### src/hw/rtl/indexed_min_heap_queue_unit_assert.svh
// Assertion macros used by the heap queue controller RTL.
`ifndef INDEXED_MIN_HEAP_QUEUE_UNIT_ASSERT_SVH
`define INDEXED_MIN_HEAP_QUEUE_UNIT_ASSERT_SVH

// plain property, clocked on clk_i, off while rst_ni is low
`define IHQ_ASSERT(lbl, prop, msg) \
  lbl: assert property (@(posedge clk_i) disable iff (!rst_ni) (prop)) else $error(msg);

// same-cycle implication
`define IHQ_ASSERT_IMP(lbl, ante, cons, msg) \
  lbl: assert property (@(posedge clk_i) disable iff (!rst_ni) (ante) |-> (cons)) \
    else $error(msg);

`endif

### src/hw/rtl/ihq_pkg.sv
// Package for the heap queue: sizes, codes, entry and command types, key and slot index helpers.
package ihq_pkg;

  localparam int CAPACITY = 128;
  localparam int KEY_BITS = 16;

  localparam int ID_W      = 7;
  localparam int ID_COUNT  = 2 ** ID_W;
  localparam int PKEY_W    = 16;
  localparam int STATUS_W  = 3;
  localparam int FUNC_W    = 2;
  localparam int COUNT_W   = 8;

  localparam int CNT_W     = $clog2(CAPACITY + 1);
  localparam int SLOT_W    = $clog2(CAPACITY);
  localparam int LEVELS    = $clog2(CAPACITY + 1);
  localparam int LVL_W     = (LEVELS > 1) ? $clog2(LEVELS) : 1;
  localparam int CAP_CLOG  = $clog2(CAPACITY);
  localparam int OFS_W     = (CAP_CLOG > 2) ? CAP_CLOG - 1 : 2;
  localparam int ROW_W     = OFS_W - 1;
  localparam int BANK_DEPTH = 2 ** ROW_W;

  localparam int IN_TDATA_W  = 24;
  localparam int OUT_TDATA_W = 56;

  localparam logic [FUNC_W-1:0] FUNC_INSERT  = 2'd0;
  localparam logic [FUNC_W-1:0] FUNC_DELETE  = 2'd1;
  localparam logic [FUNC_W-1:0] FUNC_EXTRACT = 2'd2;
  localparam logic [FUNC_W-1:0] FUNC_PEEK    = 2'd3;

  localparam logic [STATUS_W-1:0] ST_OK     = 3'd0;
  localparam logic [STATUS_W-1:0] ST_FULL   = 3'd1;
  localparam logic [STATUS_W-1:0] ST_EMPTY  = 3'd2;
  localparam logic [STATUS_W-1:0] ST_ABSENT = 3'd3;
  localparam logic [STATUS_W-1:0] ST_DUP    = 3'd4;

  typedef logic [KEY_BITS-1:0] key_t;

  typedef struct packed {
    logic [ID_W-1:0] id;
    key_t            key;
  } entry_t;

  localparam int ENTRY_W = $bits(entry_t);

  // broadcast to every level cell; a cell acts when the level matches its own
  typedef struct packed {
    logic              rd_en;
    logic [LVL_W-1:0]  rd_lvl;
    logic [ROW_W-1:0]  rd_row;
    logic              rd_hi_ok;
    logic              wr_en;
    logic [LVL_W-1:0]  wr_lvl;
    logic [OFS_W-1:0]  wr_ofs;
    entry_t            wr_entry;
  } cell_cmd_t;

  // sibling pair read from one level, handed down the row towards level 0
  typedef struct packed {
    entry_t lo;
    entry_t hi;
    entry_t min_e;
    logic   min_hi;
  } cell_rsp_t;

  typedef struct packed {
    logic [STATUS_W-1:0] status;
    logic [ID_W-1:0]     removed_id;
    key_t                removed_key;
    logic [ID_W-1:0]     top_id;
    key_t                top_key;
    logic [CNT_W-1:0]    count;
    logic                is_empty;
  } res_t;

  function automatic key_t key_from_port(input logic [PKEY_W-1:0] k);
    logic [63:0] w;
    w = 64'(k);
    return w[KEY_BITS-1:0];
  endfunction

  function automatic logic [PKEY_W-1:0] key_to_port(input key_t k);
    logic [63:0] w;
    w = 64'(k);
    return w[PKEY_W-1:0];
  endfunction

  // heap level of a 1-based slot index (position of the top set bit)
  function automatic logic [LVL_W-1:0] lvl_of(input logic [CNT_W-1:0] i);
    logic [LVL_W-1:0] l;
    l = '0;
    for (int b = 0; b < CNT_W; b++) begin
      if (i[b]) l = LVL_W'(b);
    end
    return l;
  endfunction

  // offset of a 1-based slot index within its level
  function automatic logic [OFS_W-1:0] ofs_of(input logic [CNT_W-1:0] i);
    logic [CNT_W-1:0] base;
    logic [CNT_W-1:0] diff;
    base = CNT_W'(1) << lvl_of(i);
    diff = i - base;
    return OFS_W'(diff);
  endfunction

endpackage

### src/hw/rtl/ihq_ram.sv
// Generic single-write, single-read RAM with registered read data.
module ihq_ram #(
  parameter int WIDTH = 8,
  parameter int DEPTH = 32
) (
  input  logic                     clk_i,
  input  logic                     we_i,
  input  logic [$clog2(DEPTH)-1:0] waddr_i,
  input  logic [WIDTH-1:0]         wdata_i,
  input  logic                     re_i,
  input  logic [$clog2(DEPTH)-1:0] raddr_i,
  output logic [WIDTH-1:0]         rdata_o
);

  logic [WIDTH-1:0] mem [DEPTH];
  logic [WIDTH-1:0] rdata_q;

  always_ff @(posedge clk_i) begin
    if (we_i) begin
      mem[waddr_i] <= wdata_i;
    end
    if (re_i) begin
      rdata_q <= mem[raddr_i];
    end
  end

  assign rdata_o = rdata_q;

endmodule

### src/hw/rtl/ihq_ctrl.sv
// Request sequencer: id map, held count, sift walk over the level cells, result register.
module ihq_ctrl import ihq_pkg::*; (
  input  logic              clk_i,
  input  logic              rst_ni,
  input  logic              in_valid_i,
  output logic              in_ready_o,
  input  logic [FUNC_W-1:0] in_func_i,
  input  logic [ID_W-1:0]   in_id_i,
  input  key_t              in_key_i,
  output logic              out_valid_o,
  input  logic              out_ready_i,
  output res_t              out_res_o,
  output cell_cmd_t         cmd_o,
  input  cell_rsp_t         rsp_i
);

`include "indexed_min_heap_queue_unit_assert.svh"

  localparam logic [3:0] S_IDLE    = 4'd0;
  localparam logic [3:0] S_DISP    = 4'd1;
  localparam logic [3:0] S_RM_RD   = 4'd2;
  localparam logic [3:0] S_RM_TGT  = 4'd3;
  localparam logic [3:0] S_RM_LAST = 4'd4;
  localparam logic [3:0] S_DN_RD   = 4'd5;
  localparam logic [3:0] S_DN_CMP  = 4'd6;
  localparam logic [3:0] S_UP_RD   = 4'd7;
  localparam logic [3:0] S_UP_CMP  = 4'd8;
  localparam logic [3:0] S_PLACE   = 4'd9;
  localparam logic [3:0] S_TOP     = 4'd10;
  localparam logic [3:0] S_DONE    = 4'd11;

  logic [3:0]          state_q, state_d;
  logic [CNT_W-1:0]    count_q, count_d;
  logic [CNT_W-1:0]    pos_q, pos_d;
  logic                moved_q, moved_d;
  logic [ID_COUNT-1:0] map_valid_q, map_valid_d;
  logic                out_valid_q, out_valid_d;
  res_t                out_q, out_d;
  entry_t              token_q, token_d;
  entry_t              removed_q, removed_d;
  logic [STATUS_W-1:0] status_q, status_d;
  logic [FUNC_W-1:0]   req_func_q;
  logic [ID_W-1:0]     req_id_q;
  key_t                req_key_q;

  logic                accept;
  logic                map_we;
  logic [ID_W-1:0]     map_waddr;
  logic [SLOT_W-1:0]   map_wdata;
  logic [SLOT_W-1:0]   map_rdata;
  cell_cmd_t           cmd;

  logic [LVL_W-1:0]    lvl_pos;
  logic [OFS_W-1:0]    ofs_pos;
  logic [CNT_W-1:0]    par;
  logic [LVL_W-1:0]    lvl_par;
  logic [OFS_W-1:0]    ofs_par;
  logic [LVL_W-1:0]    lvl_last;
  logic [OFS_W-1:0]    ofs_last;
  logic [CNT_W:0]      left_idx;
  logic [CNT_W:0]      right_idx;
  logic [CNT_W:0]      cnt_ext;
  logic [SLOT_W-1:0]   pos_slot;
  entry_t              parent_e;

  assign in_ready_o = (state_q == S_IDLE);
  assign accept     = in_valid_i && in_ready_o;

  ihq_ram #(.WIDTH(SLOT_W), .DEPTH(ID_COUNT)) u_map (
    .clk_i   (clk_i),
    .we_i    (map_we),
    .waddr_i (map_waddr),
    .wdata_i (map_wdata),
    .re_i    (accept),
    .raddr_i (in_id_i),
    .rdata_o (map_rdata)
  );

  assign lvl_pos   = lvl_of(pos_q);
  assign ofs_pos   = ofs_of(pos_q);
  assign par       = pos_q >> 1;
  assign lvl_par   = lvl_of(par);
  assign ofs_par   = ofs_of(par);
  assign lvl_last  = lvl_of(count_q);
  assign ofs_last  = ofs_of(count_q);
  assign left_idx  = {pos_q, 1'b0};
  assign right_idx = {pos_q, 1'b1};
  assign cnt_ext   = {1'b0, count_q};
  assign pos_slot  = SLOT_W'(pos_q - CNT_W'(1));
  assign parent_e  = ofs_par[0] ? rsp_i.hi : rsp_i.lo;

  always_comb begin
    state_d     = state_q;
    count_d     = count_q;
    pos_d       = pos_q;
    moved_d     = moved_q;
    map_valid_d = map_valid_q;
    out_valid_d = out_valid_q;
    out_d       = out_q;
    token_d     = token_q;
    removed_d   = removed_q;
    status_d    = status_q;
    map_we      = 1'b0;
    map_waddr   = '0;
    map_wdata   = '0;
    cmd         = '0;

    if (out_valid_q && out_ready_i) begin
      out_valid_d = 1'b0;
    end

    unique case (state_q)
      S_IDLE: begin
        if (accept) begin
          status_d  = ST_OK;
          removed_d = '0;
          moved_d   = 1'b0;
          state_d   = S_DISP;
        end
      end

      S_DISP: begin
        unique case (req_func_q)
          FUNC_INSERT: begin
            if (map_valid_q[req_id_q]) begin
              status_d = ST_DUP;
              state_d  = S_TOP;
            end else if (count_q == CNT_W'(CAPACITY)) begin
              status_d = ST_FULL;
              state_d  = S_TOP;
            end else begin
              token_d.id            = req_id_q;
              token_d.key           = req_key_q;
              pos_d                 = count_q + CNT_W'(1);
              count_d               = count_q + CNT_W'(1);
              map_valid_d[req_id_q] = 1'b1;
              state_d               = S_UP_RD;
            end
          end
          FUNC_DELETE: begin
            if (!map_valid_q[req_id_q] || (CNT_W'(map_rdata) >= count_q)) begin
              status_d = ST_ABSENT;
              state_d  = S_TOP;
            end else begin
              pos_d   = CNT_W'(map_rdata) + CNT_W'(1);
              state_d = S_RM_RD;
            end
          end
          FUNC_EXTRACT: begin
            if (count_q == '0) begin
              status_d = ST_EMPTY;
              state_d  = S_TOP;
            end else begin
              pos_d   = CNT_W'(1);
              state_d = S_RM_RD;
            end
          end
          FUNC_PEEK: begin
            if (count_q == '0) begin
              status_d = ST_EMPTY;
            end
            state_d = S_TOP;
          end
          default: state_d = S_TOP;
        endcase
      end

      S_RM_RD: begin
        cmd.rd_en  = 1'b1;
        cmd.rd_lvl = lvl_pos;
        cmd.rd_row = ROW_W'(ofs_pos >> 1);
        state_d    = S_RM_TGT;
      end

      S_RM_TGT: begin
        removed_d  = ofs_pos[0] ? rsp_i.hi : rsp_i.lo;
        cmd.rd_en  = 1'b1;
        cmd.rd_lvl = lvl_last;
        cmd.rd_row = ROW_W'(ofs_last >> 1);
        state_d    = S_RM_LAST;
      end

      S_RM_LAST: begin
        // last task becomes the token that refills the freed slot
        token_d                   = ofs_last[0] ? rsp_i.hi : rsp_i.lo;
        map_valid_d[removed_q.id] = 1'b0;
        count_d                   = count_q - CNT_W'(1);
        state_d                   = (pos_q == count_q) ? S_TOP : S_DN_RD;
      end

      S_DN_RD: begin
        if (left_idx > cnt_ext) begin
          state_d = moved_q ? S_PLACE : S_UP_RD;
        end else begin
          cmd.rd_en    = 1'b1;
          cmd.rd_lvl   = LVL_W'(lvl_pos + LVL_W'(1));
          cmd.rd_row   = ROW_W'(ofs_pos);
          cmd.rd_hi_ok = (right_idx <= cnt_ext);
          state_d      = S_DN_CMP;
        end
      end

      S_DN_CMP: begin
        if (rsp_i.min_e.key < token_q.key) begin
          cmd.wr_en    = 1'b1;
          cmd.wr_lvl   = lvl_pos;
          cmd.wr_ofs   = ofs_pos;
          cmd.wr_entry = rsp_i.min_e;
          map_we       = 1'b1;
          map_waddr    = rsp_i.min_e.id;
          map_wdata    = pos_slot;
          pos_d        = CNT_W'({pos_q, rsp_i.min_hi});
          moved_d      = 1'b1;
          state_d      = S_DN_RD;
        end else begin
          // a task that never sank may still have to climb
          state_d = moved_q ? S_PLACE : S_UP_RD;
        end
      end

      S_UP_RD: begin
        if (pos_q == CNT_W'(1)) begin
          state_d = S_PLACE;
        end else begin
          cmd.rd_en  = 1'b1;
          cmd.rd_lvl = lvl_par;
          cmd.rd_row = ROW_W'(ofs_par >> 1);
          state_d    = S_UP_CMP;
        end
      end

      S_UP_CMP: begin
        if (token_q.key < parent_e.key) begin
          cmd.wr_en    = 1'b1;
          cmd.wr_lvl   = lvl_pos;
          cmd.wr_ofs   = ofs_pos;
          cmd.wr_entry = parent_e;
          map_we       = 1'b1;
          map_waddr    = parent_e.id;
          map_wdata    = pos_slot;
          pos_d        = par;
          state_d      = S_UP_RD;
        end else begin
          state_d = S_PLACE;
        end
      end

      S_PLACE: begin
        cmd.wr_en    = 1'b1;
        cmd.wr_lvl   = lvl_pos;
        cmd.wr_ofs   = ofs_pos;
        cmd.wr_entry = token_q;
        map_we       = 1'b1;
        map_waddr    = token_q.id;
        map_wdata    = pos_slot;
        state_d      = S_TOP;
      end

      S_TOP: begin
        cmd.rd_en  = 1'b1;
        cmd.rd_lvl = '0;
        cmd.rd_row = '0;
        state_d    = S_DONE;
      end

      S_DONE: begin
        if (!out_valid_q || out_ready_i) begin
          out_d.status      = status_q;
          out_d.removed_id  = removed_q.id;
          out_d.removed_key = removed_q.key;
          out_d.top_id      = (count_q == '0) ? '0 : rsp_i.lo.id;
          out_d.top_key     = (count_q == '0) ? '0 : rsp_i.lo.key;
          out_d.count       = count_q;
          out_d.is_empty    = (count_q == '0);
          out_valid_d       = 1'b1;
          state_d           = S_IDLE;
        end
      end

      default: state_d = S_IDLE;
    endcase
  end

  always_ff @(posedge clk_i or negedge rst_ni) begin
    if (!rst_ni) begin
      state_q     <= S_IDLE;
      count_q     <= '0;
      map_valid_q <= '0;
      out_valid_q <= 1'b0;
      moved_q     <= 1'b0;
    end else begin
      state_q     <= state_d;
      count_q     <= count_d;
      map_valid_q <= map_valid_d;
      out_valid_q <= out_valid_d;
      moved_q     <= moved_d;
    end
  end

  always_ff @(posedge clk_i) begin
    if (accept) begin
      req_func_q <= in_func_i;
      req_id_q   <= in_id_i;
      req_key_q  <= in_key_i;
    end
    pos_q     <= pos_d;
    token_q   <= token_d;
    removed_q <= removed_d;
    status_q  <= status_d;
    out_q     <= out_d;
  end

  assign out_valid_o = out_valid_q;
  assign out_res_o   = out_q;
  assign cmd_o       = cmd;

  `IHQ_ASSERT(a_count_range, count_q <= CNT_W'(CAPACITY), "held count beyond capacity")
  `IHQ_ASSERT(a_map_matches_count, $countones(map_valid_q) == int'(count_q), "present ids differ from held count")
  `IHQ_ASSERT_IMP(a_no_rd_wr_clash, cmd.wr_en, !cmd.rd_en, "slot write and read in one cycle")
  `IHQ_ASSERT_IMP(a_climb_in_heap, state_q == S_UP_CMP, pos_q > CNT_W'(1) && pos_q <= count_q, "climb outside heap")
  `IHQ_ASSERT_IMP(a_result_from_done, $rose(out_valid_q), $past(state_q) == S_DONE, "result raised outside done")

endmodule

### config.mk
export PLATFORM = sky130hd
export DESIGN_NAME = ihq_ctrl
export DESIGN_NICKNAME = d
export VERILOG_FILES = /design/src/hw/rtl/ihq_pkg.sv /design/src/hw/rtl/ihq_ram.sv /design/src/hw/rtl/ihq_ctrl.sv
export VERILOG_INCLUDE_DIRS = /design/src /design/src/hw/rtl
export SDC_FILE = /design/constraint.sdc
export NUM_CORES = 2
export LEC_CHECK = 0
export ABC_AREA = 0
export BUFFER_PORTS_ARGS = -buffer_cell sky130_fd_sc_hd__buf_4
export CAP_MARGIN = 40
export CORE_MARGIN = 3
export CORE_UTILIZATION = 64
export CTS_BUF_LIST = sky130_fd_sc_hd__clkbuf_8
export CTS_CLUSTER_DIAMETER = 200
export DETAILED_ROUTE_END_ITERATION = 10
export PLACE_DENSITY_LB_ADDON = 0.15
export SLEW_MARGIN = 40
export SYNTH_ARGS = -nofsm -noshare
export SYNTH_HDL_FRONTEND = slang
export SYNTH_SLANG_ARGS = --single-unit
### constraint.sdc
create_clock -name clk_i -period 11.65 [get_ports clk_i]
set_input_delay 0 -clock clk_i [delete_from_list [all_inputs] [get_ports clk_i]]
set_output_delay 0 -clock clk_i [all_outputs]
set_load 0.02 [all_outputs]
==> impl_summary.txt <==
----------------------------------------------------
[CTS]
  Deepest clock path buffer count ... 3
  Hold buffer count at CTS ... 108
  Post-CTS setup repair buffer count ... 0
  Clock root buffer ... sky130_fd_sc_hd__clkbuf_8
  Clock tree from TritonCTS ... built
  Number of gates resized after CTS ... 0
  Clock sinks ... 1185
  Deepest level of the CTS H-tree ... 4
  Number of buffers inserted during clock tree synthesis ... 179
  Source-to-sink clock delay at the later pin of the worst-skew pair ... 0.85 ns
  Clock-pin slew reported for the worst setup and hold paths after clock tree synthesis ... 0.07 ns

[Timing]
  Setup repair after global routing missed its margin ... no
  Sum of negative setup slack ... 0 ns
  Transition time at the pin with the least slew margin ... 0.928 ns
  Total count of hold-check failures in the final report ... 0
  Setup Skew ... 0.0497 ns
  Setup-violating endpoint count in the final report ... 0
  Max transition margin ... 38.1%
  Pins Over Slew Limit ... 0
  Final period util ... 55.5%
  Min Clock Period, post-route ... 6.47 ns
  Top achievable clock speed ... 155 MHz

[Detailed routing]
  Post-DRT Antenna Nets ... 0
  Total iterations of the first detailed-routing run ... 8
  Via count of the routed design ... 31400
  Detailed Route WL ... 139000 um
  Number of remaining DRC errors ... 0
  Average vias per placed instance ... 6.82
  First-iteration detailed-routing DRC count ... 4207
  Wire per inst ... 30.1 um

[Setup path]
  Worst setup EP type ... flop
  Kind of critical path ... reg -> reg
  Critical path fanouts, max ... 22
  Critical Path AT ... 6.94 ns
  Critical path launch point type ... flop
  Critical path required time ... 12.12 ns

[Global route]
  Global-route wire length before repair ... 207000 um
  Number of antenna violations at the first check in global routing ... 9
  Largest net degree at the start of global routing ... 92
  Remaining Overflow, GRT ... 0
  Via count of the first global-routing pass ... 31100
  Total Routing Usage GR ... 34.3%

[Power]
  Portion of total power attributed to sequential cells ... 47.9%
  Power per Cell Area ... 191 nW/um2
  Leakage Power ... 20.3 nW
  Switching share of total power ... 31.6%
  Cell internal pwr ... 7.61 mW
  Net switching component of the power ... 3.51 mW
  Post-route total power ... 11.1 mW
  Clock power share ... 29.7%
  Peak VDD IR ... 0.246 mV
  Combinational share of power ... 22.4%

[Place]
  DP HPWL ... 87600 um
  Number of port buffers ... 201
  Placed cell count ... 4157
  Placed cell areas ... 53600 um2
  Routability cong. ... 0.958

[Synth]
  Sequential cell area fraction in the yosys report ... 68.4%
  Async SR Flop Fraction ... 12.0%
  Synth area leaders ... sky130_fd_sc_hd__edfxtp_1, sky130_fd_sc_hd__mux4_2, sky130_fd_sc_hd__dfrtp_1
  Number of nets produced by synthesis ... 3228
  Largest family of logic cells by synthesized area ... multiplexers
  Number of enable flip-flop cells after synthesis ... 1043
  XOR/XNOR Fraction of Synth Area ... 0.721%
  Main synth FF type ... sky130_fd_sc_hd__edfxtp_1
  Syn Std Cell Area ... 51000 um2
  Area share of the largest cell type after synthesis ... 61.4%
  List of most frequent post-synthesis cells ... sky130_fd_sc_hd__edfxtp_1, sky130_fd_sc_hd__mux4_2, sky130_fd_sc_hd__o21ai_0
  Register bit total from synthesis ... 1185
  Most instantiated library cell after synthesis ... sky130_fd_sc_hd__edfxtp_1
  Mux cell area share after synthesis ... 15.5%
  Compound-Gate Fraction of Synth Area ... 6.21%
  Synthesized area per cell ... 16.7 um2
  Synthesized-area fraction occupied by adder cells ... 1.98%
  Cell type contributing the most total cell area after synthesis ... sky130_fd_sc_hd__edfxtp_1
  Yosys warning count ... 0
  Cell count after synthesis ... 3050
  Post-synth cell types ... 87
  Synth Area in Simple Gates ... 5.22%

[Die]
  Die height ... 288 um
  Area of the die ... 83100 um2
  Horizontal die dimension ... 288 um
  Top Ports ... 202
  Floorplan row count ... 102
  Initial Utilization ... 65.2%
  Area of the core region ... 78200 um2

[Finish]
  Post-route insts no fill ... 4597
  Non-Filler Cell Area, Final ... 58300 um2
  Nets ... 3587
  Share of cells above drive strength 1 ... 24.4%
  Synth-to-layout area growth ... 14.2%

[Run status]
  Status ... finished clean

[Hold path]
  Path type of the worst min-delay path ... in -> reg

[Flow run]
  Max cap viols ... 0

----------------------------------------------------
-- power by group through the flow --
stage               Sequential (mW)  Combinational (mW)  Clock [mW]
finish                         5.33                2.49        3.30
global route                   5.34                2.67        3.55
CTS                            5.31                2.44        3.34
detailed placement             5.40                2.40           0
global placement               5.39                2.37           0
floorplan                      5.31                1.54           0
-- area by class of cell --
class | instances | area, um2
sequential | 1185 | 34900
fill | 4497 | 20000
multi-input combinational | 1625 | 15300
timing repair buffer | 360 | 3120
clock buffer | 189 | 2600
tap | 1040 | 1300
clock inverter | 129 | 843
inverter | 58 | 218
antenna | 11 | 27.5
-- through the flow --
step / setup slack (ns) / util [%] / hold slack, ns
after detailed placement: 5.25 / 68.5 / 0.0422
after CTS: 5.26 / 74.4 / 0.00158
after global placement: 5.46 / 68.3 / 0.0284
after floorplan: 3.38 / - / -0.296
final: 5.18 / 74.5 / 0.0709
after global routing: 4.82 / 74.5 / 0.0724
-- routing by layer --
layer / routed length [um] / up-vias / track usage, % / share of wire (%)
met3: 15700 / 413 / 7.25 / 11
met5: 15 / - / 0 / 0.011
li1: - / 12900 / - / -
met2: 66000 / 2415 / 53.2 / 48
met1: 50500 / 15700 / 48.0 / 36
met4: 6390 / 2 / 15.1 / 4.6
-- kinds of logic (layout without fill, tap and decap cells) --
group	after synthesis	in the layout
AND/OR/NAND/NOR	554	554
other	0	11
XOR/XNOR	42	42
buffers and inverters	240	736
flip-flops	1185	1185
AO/OA/AOI/OAI	536	536
multiplexers	414	414
adder cells (fa/ha/maj)	79	79
-- path summary, 6_finish.rpt --
path                               startpoint  slack, ns          endpoint  cells after the start
max in group asynchronous              rst_ni      10.69    map_valid_q[1]                      4
worst min-delay path                rsp_i[16]       0.07        state_q[1]                      7
min in group asynchronous              rst_ni       0.34   map_valid_q[46]                      4
worst min register to register  removed_q[15]       0.42     out_res_o[47]                      0
worst max-delay path                 pos_q[5]       5.18  u_map.mem[29][3]                     15
worst max register to register       pos_q[5]       5.18  u_map.mem[29][3]                     15
-- cell usage in the layout (no fill, tap or decap), types with 50 or more instances in the layout --
cell type and count:
sky130_fd_sc_hd__o21ai_1 60, sky130_fd_sc_hd__dfrtp_1 142, sky130_fd_sc_hd__a21oi_1 50, sky130_fd_sc_hd__mux4_2 299, sky130_fd_sc_hd__nand2_1 115, sky130_fd_sc_hd__mux2i_1 87, sky130_fd_sc_hd__nor2b_1 50, sky130_fd_sc_hd__inv_1 103
sky130_fd_sc_hd__o21ai_0 270, sky130_fd_sc_hd__edfxtp_1 1043, sky130_fd_sc_hd__buf_4 229, sky130_fd_sc_hd__clkbuf_8 191, sky130_fd_sc_hd__dlygate4sd3_1 107, sky130_fd_sc_hd__nor2_1 188, sky130_fd_sc_hd__ha_1 76
-- critical path, stage by stage, from the launching register on --
cell and delay, ns:
sky130_fd_sc_hd__edfxtp_1 0.64, sky130_fd_sc_hd__or3_1 0.47, sky130_fd_sc_hd__nor4_1 0.21, sky130_fd_sc_hd__ha_1 0.21, sky130_fd_sc_hd__buf_4 0.36, sky130_fd_sc_hd__mux2i_1 0.28, sky130_fd_sc_hd__ha_1 0.28, sky130_fd_sc_hd__a211oi_1 0.21
sky130_fd_sc_hd__o21bai_1 0.14, sky130_fd_sc_hd__a2111oi_2 0.54, sky130_fd_sc_hd__o211ai_1 0.47, sky130_fd_sc_hd__o21ai_0 0.52, sky130_fd_sc_hd__a21oi_1 0.19, sky130_fd_sc_hd__inv_1 0.20, sky130_fd_sc_hd__nand4_1 0.63, sky130_fd_sc_hd__nor2_1 0.75
-- flip-flops by register name (all words and copies together) (netlist names), 8 cells and up --
register and count:
u_map.mem 896, token_q 23, out_res_o 58, removed_q 23, pos_q 8, count_q 8
req_key_q 16, map_valid_q 128
Power figures use the tool's default switching activity.
