--- src/hw/rtl/indexed_min_heap_queue_unit_assert.svh ---
// Assertion macros used by the heap queue controller RTL.
`ifndef INDEXED_MIN_HEAP_QUEUE_UNIT_ASSERT_SVH
`define INDEXED_MIN_HEAP_QUEUE_UNIT_ASSERT_SVH

// plain property, clocked on clk_i, off while rst_ni is low
`define IHQ_ASSERT(lbl, prop, msg) \
  lbl: assert property (@(posedge clk_i) disable iff (!rst_ni) (prop)) else $error(msg);

// same-cycle implication
`define IHQ_ASSERT_IMP(lbl, ante, cons, msg) \
  lbl: assert property (@(posedge clk_i) disable iff (!rst_ni) (ante) |-> (cons)) \
    else $error(msg);

`endif

--- src/hw/rtl/ihq_pkg.sv ---
// Package for the heap queue: sizes, codes, entry and command types, key and slot index helpers.
package ihq_pkg;

  localparam int CAPACITY = 128;
  localparam int KEY_BITS = 16;

  localparam int ID_W      = 7;
  localparam int ID_COUNT  = 2 ** ID_W;
  localparam int PKEY_W    = 16;
  localparam int STATUS_W  = 3;
  localparam int FUNC_W    = 2;
  localparam int COUNT_W   = 8;

  localparam int CNT_W     = $clog2(CAPACITY + 1);
  localparam int SLOT_W    = $clog2(CAPACITY);
  localparam int LEVELS    = $clog2(CAPACITY + 1);
  localparam int LVL_W     = (LEVELS > 1) ? $clog2(LEVELS) : 1;
  localparam int CAP_CLOG  = $clog2(CAPACITY);
  localparam int OFS_W     = (CAP_CLOG > 2) ? CAP_CLOG - 1 : 2;
  localparam int ROW_W     = OFS_W - 1;
  localparam int BANK_DEPTH = 2 ** ROW_W;

  localparam int IN_TDATA_W  = 24;
  localparam int OUT_TDATA_W = 56;

  localparam logic [FUNC_W-1:0] FUNC_INSERT  = 2'd0;
  localparam logic [FUNC_W-1:0] FUNC_DELETE  = 2'd1;
  localparam logic [FUNC_W-1:0] FUNC_EXTRACT = 2'd2;
  localparam logic [FUNC_W-1:0] FUNC_PEEK    = 2'd3;

  localparam logic [STATUS_W-1:0] ST_OK     = 3'd0;
  localparam logic [STATUS_W-1:0] ST_FULL   = 3'd1;
  localparam logic [STATUS_W-1:0] ST_EMPTY  = 3'd2;
  localparam logic [STATUS_W-1:0] ST_ABSENT = 3'd3;
  localparam logic [STATUS_W-1:0] ST_DUP    = 3'd4;

  typedef logic [KEY_BITS-1:0] key_t;

  typedef struct packed {
    logic [ID_W-1:0] id;
    key_t            key;
  } entry_t;

  localparam int ENTRY_W = $bits(entry_t);

  // broadcast to every level cell; a cell acts when the level matches its own
  typedef struct packed {
    logic              rd_en;
    logic [LVL_W-1:0]  rd_lvl;
    logic [ROW_W-1:0]  rd_row;
    logic              rd_hi_ok;
    logic              wr_en;
    logic [LVL_W-1:0]  wr_lvl;
    logic [OFS_W-1:0]  wr_ofs;
    entry_t            wr_entry;
  } cell_cmd_t;

  // sibling pair read from one level, handed down the row towards level 0
  typedef struct packed {
    entry_t lo;
    entry_t hi;
    entry_t min_e;
    logic   min_hi;
  } cell_rsp_t;

  typedef struct packed {
    logic [STATUS_W-1:0] status;
    logic [ID_W-1:0]     removed_id;
    key_t                removed_key;
    logic [ID_W-1:0]     top_id;
    key_t                top_key;
    logic [CNT_W-1:0]    count;
    logic                is_empty;
  } res_t;

  function automatic key_t key_from_port(input logic [PKEY_W-1:0] k);
    logic [63:0] w;
    w = 64'(k);
    return w[KEY_BITS-1:0];
  endfunction

  function automatic logic [PKEY_W-1:0] key_to_port(input key_t k);
    logic [63:0] w;
    w = 64'(k);
    return w[PKEY_W-1:0];
  endfunction

  // heap level of a 1-based slot index (position of the top set bit)
  function automatic logic [LVL_W-1:0] lvl_of(input logic [CNT_W-1:0] i);
    logic [LVL_W-1:0] l;
    l = '0;
    for (int b = 0; b < CNT_W; b++) begin
      if (i[b]) l = LVL_W'(b);
    end
    return l;
  endfunction

  // offset of a 1-based slot index within its level
  function automatic logic [OFS_W-1:0] ofs_of(input logic [CNT_W-1:0] i);
    logic [CNT_W-1:0] base;
    logic [CNT_W-1:0] diff;
    base = CNT_W'(1) << lvl_of(i);
    diff = i - base;
    return OFS_W'(diff);
  endfunction

endpackage

--- src/hw/rtl/ihq_ram.sv ---
// Generic single-write, single-read RAM with registered read data.
module ihq_ram #(
  parameter int WIDTH = 8,
  parameter int DEPTH = 32
) (
  input  logic                     clk_i,
  input  logic                     we_i,
  input  logic [$clog2(DEPTH)-1:0] waddr_i,
  input  logic [WIDTH-1:0]         wdata_i,
  input  logic                     re_i,
  input  logic [$clog2(DEPTH)-1:0] raddr_i,
  output logic [WIDTH-1:0]         rdata_o
);

  logic [WIDTH-1:0] mem [DEPTH];
  logic [WIDTH-1:0] rdata_q;

  always_ff @(posedge clk_i) begin
    if (we_i) begin
      mem[waddr_i] <= wdata_i;
    end
    if (re_i) begin
      rdata_q <= mem[raddr_i];
    end
  end

  assign rdata_o = rdata_q;

endmodule

--- src/hw/rtl/ihq_cell.sv ---
// One heap level: even and odd slot banks, sibling compare, response hand-off.
module ihq_cell import ihq_pkg::*; (
  input  logic             clk_i,
  input  logic             rst_ni,
  input  logic [LVL_W-1:0] lvl_i,
  input  cell_cmd_t        cmd_i,
  input  cell_rsp_t        rsp_i,
  output cell_rsp_t        rsp_o
);

  logic               rd_hit;
  logic               wr_hit;
  logic               we_lo;
  logic               we_hi;
  logic [ROW_W-1:0]   wr_row;
  logic [ENTRY_W-1:0] lo_raw;
  logic [ENTRY_W-1:0] hi_raw;
  entry_t             lo;
  entry_t             hi;
  logic               min_hi;
  logic               hit_q;
  logic               hi_ok_q;

  assign rd_hit = cmd_i.rd_en && (cmd_i.rd_lvl == lvl_i);
  assign wr_hit = cmd_i.wr_en && (cmd_i.wr_lvl == lvl_i);
  assign we_lo  = wr_hit && !cmd_i.wr_ofs[0];
  assign we_hi  = wr_hit && cmd_i.wr_ofs[0];
  assign wr_row = ROW_W'(cmd_i.wr_ofs >> 1);

  ihq_ram #(.WIDTH(ENTRY_W), .DEPTH(BANK_DEPTH)) u_bank_lo (
    .clk_i   (clk_i),
    .we_i    (we_lo),
    .waddr_i (wr_row),
    .wdata_i (cmd_i.wr_entry),
    .re_i    (rd_hit),
    .raddr_i (cmd_i.rd_row),
    .rdata_o (lo_raw)
  );

  ihq_ram #(.WIDTH(ENTRY_W), .DEPTH(BANK_DEPTH)) u_bank_hi (
    .clk_i   (clk_i),
    .we_i    (we_hi),
    .waddr_i (wr_row),
    .wdata_i (cmd_i.wr_entry),
    .re_i    (rd_hit),
    .raddr_i (cmd_i.rd_row),
    .rdata_o (hi_raw)
  );

  // hit flag holds until the next read anywhere in the row
  always_ff @(posedge clk_i or negedge rst_ni) begin
    if (!rst_ni) begin
      hit_q   <= 1'b0;
      hi_ok_q <= 1'b0;
    end else if (cmd_i.rd_en) begin
      hit_q   <= rd_hit;
      hi_ok_q <= cmd_i.rd_hi_ok;
    end
  end

  assign lo = entry_t'(lo_raw);
  assign hi = entry_t'(hi_raw);

  // left child wins a tie
  assign min_hi = hi_ok_q && (hi.key < lo.key);

  always_comb begin
    if (hit_q) begin
      rsp_o.lo     = lo;
      rsp_o.hi     = hi;
      rsp_o.min_e  = min_hi ? hi : lo;
      rsp_o.min_hi = min_hi;
    end else begin
      rsp_o = rsp_i;
    end
  end

endmodule

--- config.mk ---
export PLATFORM = sky130hd
export DESIGN_NAME = ihq_cell
export DESIGN_NICKNAME = d
export VERILOG_FILES = /design/src/hw/rtl/indexed_min_heap_queue_unit_assert.svh /design/src/hw/rtl/ihq_pkg.sv /design/src/hw/rtl/ihq_ram.sv /design/src/hw/rtl/ihq_cell.sv
export SDC_FILE = /design/constraint.sdc
export NUM_CORES = 1
export LEC_CHECK = 0
export BUFFER_PORTS_ARGS = -buffer_cell sky130_fd_sc_hd__buf_2
export CAP_MARGIN = 20
export CELL_PAD_IN_SITES_DETAIL_PLACEMENT = 1
export CELL_PAD_IN_SITES_GLOBAL_PLACEMENT = 1
export CORE_UTILIZATION = 44
export DETAILED_ROUTE_END_ITERATION = 8
export PLACE_DENSITY = 0.65
export SYNTH_ARGS = -nofsm -noshare
export SYNTH_HDL_FRONTEND = slang
export SYNTH_SLANG_ARGS = --single-unit
--- constraint.sdc ---
create_clock -name clk_i -period 7.05 [get_ports clk_i]
set_input_delay 1.7625 -clock clk_i [delete_from_list [all_inputs] [get_ports clk_i]]
set_output_delay 1.7625 -clock clk_i [all_outputs]
set_load 0.05 [all_outputs]
==> impl_metrics.env, run 1 <==
export IMPL_status="complete, no violations"
export IMPL_portBuffers=187
export IMPL_wl_per_cell_um=32.21
export IMPL_power_leakage_nw=21.31
export IMPL_worst_ep_required_time_ns=5.29
export IMPL_htreeDepth=4
export IMPL_nets=2925
export IMPL_grt_use_met3=0.03770
export IMPL_syn2layout_area_growth_pct=14.49
export IMPL_synth_edff_count=1518
export IMPL_ys_types=33
export IMPL_finalMaxSlewViolations=0
export IMPL_syn_num_nets=2609
export IMPL_vdd_drop_max_mv=0.2569
export IMPL_reg2reg_setup_slack_ns=4.91
export IMPL_ys_seq_area_frac=0.7730
export IMPL_worst_path_max_delay_cell="edfxtp_1"
export IMPL_grt_pass1_vias=28800
export IMPL_ys_ff_latch=1520
export IMPL_timing_fmax_mhz=179.5
export IMPL_synth_top_area_share=0.7721
export IMPL_tightest_slew_ns=1.130
export IMPL_maxCapViolCount=0
export IMPL_cpPeakStageDelay_ns=0.48
export IMPL_grt_pass1_wl_um=212700
export IMPL_grt_overflow_total=0
export IMPL_critPathMaxFanout=24
export IMPL_routed_via_density=5.878
export IMPL_cts_hold_buffers=0
export IMPL_io_pins=188
export IMPL_cts_tree="built"
export IMPL_relSlewSlack=0.2456
export IMPL_cts_buffers=148
export IMPL_postSynthAreaPerCell_um2=23.84
export IMPL_yosys_most_used_dff="edfxtp_1"
export IMPL_final_cell_mix="1518 x edfxtp_1, 460 x mux4_2, 183 x buf_2, 153 x clkbuf_16, 89 x buf_4"
export IMPL_crit_buf_inv=3
export IMPL_r2r_start="u_bank_hi.mem[24][8]"
export IMPL_die_area_um2=135600
export IMPL_yosysWarnings=0
export IMPL_clk_latency_ns=0.77
export IMPL_async_reset_ff_frac=0.001316
export IMPL_met2_usage=0.3685
export IMPL_grt_busiest_layer="met2"
export IMPL_crit_path_start_kind="register"
export IMPL_synthCells=2476
export IMPL_vias=27480
export IMPL_crit_family="buffers and inverters"
export IMPL_antenna_found_initial=17
export IMPL_gp_congestion=0.9966
export IMPL_drt_iter0_drc=2881
export IMPL_clk_pin_slew_ns=0.06
export IMPL_grt_max_degree=84
export IMPL_final_hold_viol_count=0
export IMPL_ant_nets=0
export IMPL_synth_top_cells_by_area="edfxtp_1 77%, mux4_2 18%, mux2_2 1.4%"
export IMPL_die_w_um=368.3
export IMPL_crit_type="register to output pin"
export IMPL_clockBufferDepth=3
export IMPL_cts_root_buf="clkbuf_16"
export IMPL_place_area_um2=62590
export IMPL_met1_usage=0.3130
export IMPL_path_cells="ha_1, a2111o_1, a32oi_2, buf_4, and2_1, buf_8, mux2_2, buf_2"
export IMPL_pwr_density_cell_nw_per_um2=279.4
export IMPL_grtUsageTotal=0.2233
export IMPL_final_area_um2=67590
export IMPL_cts_sinks=1520
export IMPL_syn_area_um2=59040
export IMPL_drcViolationCount=0
export IMPL_drt_pass1_iter_count=5
export IMPL_post_dp_hpwl_um=83140
export IMPL_final_common_cell="edfxtp_1"
export IMPL_rows=134
export IMPL_start_util=0.4429
export IMPL_setup_viol=0
export IMPL_yosysTopAreaCell="edfxtp_1"
export IMPL_rsz0062_at_grt="false"
export IMPL_num_fill_cells=11580
export IMPL_crit_arrival_ns=3.81
export IMPL_die_height_um=368.3
export IMPL_hold_path_class="register to register"
export IMPL_end_kind="output pin"
export IMPL_crit_start="u_bank_hi.rdata_o[3]"
export IMPL_worstHoldStart="hi_ok_q"
export IMPL_fin_setup_tns_ns=0
export IMPL_fin_crit_sh=0.7902
export IMPL_finalClockSkew_ns=0.01880
export IMPL_post_cts_setup_buffers=0
export IMPL_core_area_um2=133300
export IMPL_period_minus_slack_ns=5.571
export IMPL_finalWirelength_um=150600
export IMPL_ctsResizeCount=0
export IMPL_drive_gt1_frac=0.3796
==> routing by layer <==
metal,vias up,wire length [um]
met5,-,44
met4,6,2319
met3,165,10210
met2,1096,74940
met1,15020,63090
li1,11200,-
==> stage by stage <==
stage          hold WS (ns)  instances  setup slack (ns)  total power (W)  utilization
3_5_place_dp         0.5132       4395             1.856          0.01132       0.4696
3_3_place_gp         0.5324       4395             1.939          0.01129       0.4696
5_1_grt              0.5491       4671             1.321          0.01937       0.5070
4_1_cts              0.5276       4656             1.009          0.01902       0.5048
6_report             0.5178       4676             1.479          0.01888       0.5071
2_1_floorplan        0.4803       2476           0.05133          0.01085            -
==> worst paths after layout <==
kind                                              to  depth (start not counted)
worst max-delay path                        rsp_o[0]                          8
worst min-delay path                         hi_ok_q                          1
worst max register to register  u_bank_hi.rdata_o[8]                          3
worst min register to register               hi_ok_q                          1
max in group asynchronous                      hit_q                          1
min in group asynchronous                      hit_q                          1
==> where the power goes <==
part | switching, W | internal, W
clock | 0.00332 | 0.00443
sequential | 0.0000157 | 0.00996
combinational | 0.000726 | 0.000423
==> registers in the layout, indices dropped and copies added, names as in the netlist <==
register	count
u_bank_lo.mem	736
hi_ok_q	1
u_bank_hi.mem	736
hit_q	1
u_bank_hi.rdata_o	23
u_bank_lo.rdata_o	23
==> Yosys cell counts, types with 3 or more instances <==
master,n
buf_1,23
xor2_1,3
a21oi_1,28
nor2b_1,24
mux2_2,71
nand2_1,35
xnor2_1,3
nand3b_1,3
mux4_2,460
nor2_1,70
buf_6,6
edfxtp_1,1518
o21ai_0,26
nand3_1,3
buf_2,18
buf_4,21
ha_1,15
inv_1,44
a311o_1,22
nand4_1,4
clkbuf_1,65
==> worst reg2reg max path, stage by stage, from the launching register on <==
cell      delay (ns)
edfxtp_1        0.38
mux4_2          0.48
mux4_2          0.61
mux2_2          0.40
==> area by class of cell <==
cell class	count	area [um2]	share of cell area
Antenna cell	5	12.51	0.0001851
Clock buffer	175	3911	0.05787
Clock inverter	86	788.3	0.01166
Inverter	44	165.2	0.002443
Multi-Input combinational cell	779	12770	0.1889
Sequential cell	1520	45640	0.6752
Tap cell	1768	2212	0.03273
Timing Repair Buffer	299	2096	0.03101
==> logic make-up (layout without fill, tap and decap cells) <==
logic type	count (synthesis)	after routing	synth area share
buffers and inverters	177	604	0.01373
flip-flops	1520	1520	0.7730
other	0	5	0
AND/OR/NAND/NOR	145	145	0.01100
adder cells (fa/ha/maj)	15	15	0.003179
XOR/XNOR	6	6	0.0008903
multiplexers	531	531	0.1890
AO/OA/AOI/OAI	82	82	0.009198
Note: power is estimated with default switching activity, not from simulation.
==> inputs of run 2 (changes only) <==
==> constraint.sdc (replaced) <==
create_clock -name clk_i -period 5.3 [get_ports clk_i]
set_input_delay 1.325 -clock clk_i [delete_from_list [all_inputs] [get_ports clk_i]]
set_output_delay 1.325 -clock clk_i [all_outputs]
set_load 0.05 [all_outputs]
==> run 2 against run 1 <==
Against the previous run: hold slack got worse by 0.19 ns; power is 32% higher; clock-buffer cell count increased by 15; sequential cell count unchanged; global-route usage increased by 0.41 points; sequential power grew 33%; largest power group unchanged.
==> impl_metrics.env, run 2 (synthesis results as in run 1) <==
export IMPL_regArea_um2=45640
export IMPL_die_area_um2=135600
export IMPL_finalWirelength_um=153000
export IMPL_status="complete, no violations"
export IMPL_grt_pass1_wl_um=216800
export IMPL_ant_nets=0
export IMPL_drcViolationCount=0
export IMPL_grt_busiest_layer="met2"
export IMPL_io_pins=188
export IMPL_tightest_slew_ns=0.9113
export IMPL_grt_use_met3=0.04599
export IMPL_reg2reg_depth=3
export IMPL_syn2layout_area_growth_pct=14.66
export IMPL_vias=27950
export IMPL_period_minus_slack_ns=4.889
export IMPL_grt_overflow_total=0
export IMPL_cts_sinks=1520
export IMPL_maxCapViolCount=0
export IMPL_post_dp_hpwl_um=88170
export IMPL_drt_iter0_drc=2834
export IMPL_setup_viol=0
export IMPL_pwr_density_cell_nw_per_um2=369.5
export IMPL_grt_max_degree=71
export IMPL_fin_crit_sh=0.9224
export IMPL_cts_hold_buffers=0
export IMPL_portBuffers=187
export IMPL_routed_via_density=5.934
export IMPL_worst_path_max_delay_cell="edfxtp_1"
export IMPL_timing_fmax_mhz=204.5
export IMPL_cpPeakStageDelay_ns=0.51
export IMPL_drt_pass1_iter_count=5
export IMPL_cts_buffers=150
export IMPL_final_cell_mix="1518 x edfxtp_1, 460 x mux4_2, 183 x buf_2, 157 x clkbuf_16, 120 x buf_4"
export IMPL_relSlewSlack=0.3918
export IMPL_crit_arrival_ns=3.56
export IMPL_reg2reg_to="u_bank_lo.rdata_o[22]"
export IMPL_finalMaxSlewViolations=0
export IMPL_final_common_cell="edfxtp_1"
export IMPL_antenna_found_initial=21
export IMPL_start_util=0.4429
export IMPL_dp_worst_setup_slack_ns=1.078
export IMPL_fin_setup_tns_ns=0
export IMPL_met2_usage=0.3637
export IMPL_num_fill_cells=11620
export IMPL_path_cells="ha_1, o21ai_0, a211oi_1, a32oi_2, and2_1, buf_4, a311o_1, buf_2"
export IMPL_worst_ep_required_time_ns=3.97
export IMPL_power_leakage_nw=21.34
export IMPL_reg2reg_setup_slack_ns=3.14
export IMPL_die_w_um=368.3
export IMPL_cts_root_buf="clkbuf_16"
export IMPL_crit_path_start_kind="register"
export IMPL_grtUsageTotal=0.2274
export IMPL_core_area_um2=133300
export IMPL_postLayoutSetupSlackWorst_ns=0.4111
export IMPL_final_hold_viol_count=0
export IMPL_rows=134
export IMPL_finalClockSkew_ns=0.02474
export IMPL_nets=2951
export IMPL_die_height_um=368.3
export IMPL_ctsResizeCount=0
export IMPL_crit_start="u_bank_hi.rdata_o[2]"
export IMPL_r2r_start="u_bank_lo.mem[3][22]"
export IMPL_drive_gt1_frac=0.3845
export IMPL_clk_pin_slew_ns=0.06
export IMPL_wl_per_cell_um=32.49
export IMPL_rsz0062_at_grt="false"
export IMPL_end_kind="output pin"
export IMPL_hold_path_class="input port to asynchronous set/reset pin"
export IMPL_critPathMaxFanout=21
export IMPL_clk_latency_ns=0.78
export IMPL_gp_congestion=0.9883
export IMPL_clockBufferDepth=3
export IMPL_grt_pass1_vias=29190
export IMPL_met1_usage=0.3239
export IMPL_multi_input_area_um2=12780
export IMPL_vdd_drop_max_mv=0.3276
export IMPL_crit_type="register to output pin"
export IMPL_cts_tree="built"
export IMPL_post_cts_setup_buffers=0
export IMPL_largestRegisters="u_bank_hi.mem (736), u_bank_lo.mem (736)"
export IMPL_htreeDepth=4
==> run 2: worst max-delay path: cells and delay by family, from the launching register on <==
family,cells,cell delay (ns)
AOI/OAI and AO/OA,4,1.03
buffers and inverters,2,0.60
DFF,1,0.51
adders and majority gates,1,0.32
and+or+nand+nor,1,0.31
==> run 2: stage by stage <==
stage                     power, W  utilization  cells  hold slack, ns  instance area [um2]
after floorplan            0.01444            -   2476          0.4803                59040
after global placement     0.01504       0.4721   4431          0.5499                62930
final                      0.02501       0.5079   4710          0.3321                67690
after detailed placement   0.01508       0.4721   4431          0.5696                62930
after global routing       0.02567       0.5077   4702          0.3089                67670
after CTS                  0.02523       0.5073   4699          0.2780                67610
==> run 2: worst max path at each step <==
stage	endpoint	slack [ns]	depth (start not counted)
final	rsp_o[20]	0.41	8
after global routing	rsp_o[20]	0.26	8
after CTS	rsp_o[20]	0.32	8
after detailed placement	u_bank_lo.mem[8][10]	1.08	7
after global placement	u_bank_lo.rdata_o[6]	1.19	5
after floorplan	u_bank_hi.rdata_o[0]	0.69	2
==> run 2: where the power goes <==
group,switching (W),internal (W),total (W)
Sequential,0.0000230,0.0133,0.0133
Combinational,0.000971,0.000566,0.00154
Clock,0.00443,0.00576,0.0102
Total,0.00542,0.0196,0.0250
==> run 2: layout make-up <==
type | count | area share
antenna | 8 | 0.0002957
clock buffer | 190 | 0.05987
clock inverter | 78 | 0.009297
inverter | 44 | 0.002440
multi-input combinational | 779 | 0.1888
sequential | 1520 | 0.6742
tap | 1768 | 0.03268
timing repair buffer | 323 | 0.03248
==> run 2: routing by layer <==
metal	vias to the layer above	part of all wire
li1	11280	-
met1	15320	0.42
met2	1158	0.49
met3	184	0.075
met4	8	0.017
met5	-	0.00040
==> inputs of run 3 (changes only) <==
--- a/config.mk
+++ b/config.mk
@@ -9,9 +9,9 @@
 export CAP_MARGIN = 20
 export CELL_PAD_IN_SITES_DETAIL_PLACEMENT = 1
 export CELL_PAD_IN_SITES_GLOBAL_PLACEMENT = 1
-export CORE_UTILIZATION = 44
+export CORE_UTILIZATION = 35
 export DETAILED_ROUTE_END_ITERATION = 8
-export PLACE_DENSITY = 0.65
+export PLACE_DENSITY = 0.54
 export SYNTH_ARGS = -nofsm -noshare
 export SYNTH_HDL_FRONTEND = slang
 export SYNTH_SLANG_ARGS = --single-unit
==> run 3 against run 2 <==
Against the previous run: hold slack improved by 0.0065 ns; register-to-register slack barely moved; via count fell by 0.33%; largest power group unchanged.
==> impl_metrics.env, run 3 (synthesis results as in run 1) <==
export IMPL_status="complete, no violations"
export IMPL_worst_ep_required_time_ns=3.97
export IMPL_grt_pass1_vias=29080
export IMPL_final_hold_viol_count=0
export IMPL_drt_pass1_iter_count=5
export IMPL_syn2layout_area_growth_pct=16.09
export IMPL_drcViolationCount=0
export IMPL_start_util=0.3526
export IMPL_crit_type="register to output pin"
export IMPL_largestRegisters="u_bank_hi.mem (736), u_bank_lo.mem (736)"
export IMPL_reg2reg_depth=3
export IMPL_pwr_density_cell_nw_per_um2=375.0
export IMPL_drt_iter0_drc=2644
export IMPL_drive_gt1_frac=0.3858
export IMPL_critPathMaxFanout=23
export IMPL_die_area_um2=170300
export IMPL_post_dp_hpwl_um=101200
export IMPL_hold_path_class="input port to asynchronous set/reset pin"
export IMPL_clk_pin_slew_ns=0.06
export IMPL_grt_max_degree=72
export IMPL_vdd_drop_max_mv=0.3198
export IMPL_crit_arrival_ns=3.78
export IMPL_power_leakage_nw=21.55
export IMPL_crit_start="u_bank_lo.rdata_o[2]"
export IMPL_dp_worst_setup_slack_ns=0.8472
export IMPL_cpPeakStageDelay_ns=0.71
export IMPL_routed_via_density=5.398
export IMPL_setup_viol=0
export IMPL_crit_path_end="rsp_o[21]"
export IMPL_vias=27860
export IMPL_tightest_slew_ns=1.194
export IMPL_crit_path_start_kind="register"
export IMPL_gp_congestion=0.8369
export IMPL_grt_pass1_wl_um=228900
export IMPL_grt_overflow_total=0
export IMPL_worst_path_max_delay_cell="edfxtp_1"
export IMPL_clk_latency_ns=0.77
export IMPL_grtUsageTotal=0.1940
export IMPL_maxCapViolCount=0
export IMPL_cts_sinks=1520
export IMPL_r2r_start="u_bank_lo.mem[30][8]"
export IMPL_finalMaxSlewViolations=0
export IMPL_rsz0062_at_grt="false"
export IMPL_relSlewSlack=0.2039
export IMPL_final_cell_mix="1518 x edfxtp_1, 460 x mux4_2, 183 x buf_2, 171 x clkbuf_16, 120 x buf_4"
export IMPL_finalWirelength_um=164900
export IMPL_postLayoutSetupSlackWorst_ns=0.1996
export IMPL_portBuffers=187
export IMPL_clockBufferDepth=3
export IMPL_cts_tree="built"
export IMPL_end_kind="output pin"
export IMPL_die_height_um=412.7
export IMPL_finalClockSkew_ns=0.01767
export IMPL_io_pins=188
export IMPL_timing_fmax_mhz=196.1
export IMPL_wl_per_cell_um=31.95
export IMPL_rows=150
export IMPL_nets=2962
export IMPL_ant_nets=0
export IMPL_fin_setup_tns_ns=0
export IMPL_reg2reg_to="u_bank_lo.rdata_o[8]"
export IMPL_path_cells="inv_1, ha_1, o21ai_0, a211oi_1, a32oi_2, buf_4, a21oi_1, a311o_1, buf_2"
export IMPL_period_minus_slack_ns=5.100
export IMPL_core_area_um2=167400
export IMPL_cts_root_buf="clkbuf_16"
export IMPL_reg2reg_setup_slack_ns=3.15
export IMPL_cts_buffers=163
export IMPL_htreeDepth=4
export IMPL_cts_hold_buffers=0
export IMPL_fin_crit_sh=0.9623
export IMPL_die_w_um=412.7
export IMPL_antenna_found_initial=16
export IMPL_final_common_cell="edfxtp_1"
[run 3: worst min-delay path by stage]
stage	from	end	slack, ns	cells after the start
after floorplan	hi_ok_q	hi_ok_q	0.48	1
after global placement	hi_ok_q	hi_ok_q	0.51	1
after detailed placement	hi_ok_q	hi_ok_q	0.53	1
after CTS	rst_ni	hit_q	0.28	1
after global routing	rst_ni	hi_ok_q	0.30	1
final	rst_ni	hit_q	0.34	1
[run 3: report_power, final]
group	switching, W	internal, W
Sequential	0.0000295	0.0133
Clock	0.00454	0.00629
Combinational	0.00102	0.000561
[run 3: repair_timing]
item / 4_1_cts / 5_1_grt
endpoints found under the setup margin: 0 / 22
setup buffers: 0 / 1
resized for setup: 0 / 0
[run 3: layer usage]
layer	part of all wire	track usage
met1	0.46	0.2836
met2	0.47	0.3049
met3	0.054	0.03136
met4	0.018	0.04438
met5	0.00041	0
[run 3: layout make-up]
| cell class | count | area, um2 |
|---|---|---|
| multi-input cells | 779 | 12780 |
| repair buffers | 321 | 2158 |
| inverters | 44 | 165.2 |
| clock inverters | 85 | 623.1 |
| fillers | 15600 | 98870 |
| flip-flops and latches | 1520 | 45640 |
| clock buffers | 206 | 4410 |
| diodes | 2 | 5.005 |
| well taps | 2204 | 2758 |
[run 3: worst max-delay path: cells and delay by family, from the launching register on]
| kind | cells | cell delay, ns |
|---|---|---|
| flip-flops | 1 | 0.71 |
| adder cells (fa/ha/maj) | 1 | 0.33 |
| AO/OA/AOI/OAI | 5 | 1.12 |
| buffers and inverters | 3 | 0.82 |
[run 3: stage by stage]
step / total power (W) / hold slack, ns / std cells / utilization / instance area (um2)
after floorplan: 0.01444 / 0.4803 / 2476 / - / 59040
after global placement: 0.01512 / 0.5066 / 4867 / 0.3792 / 63480
after detailed placement: 0.01515 / 0.5274 / 4867 / 0.3792 / 63480
after CTS: 0.02602 / 0.2801 / 5158 / 0.4092 / 68510
after global routing: 0.02645 / 0.2999 / 5159 / 0.4094 / 68530
final: 0.02570 / 0.3387 / 5161 / 0.4094 / 68540
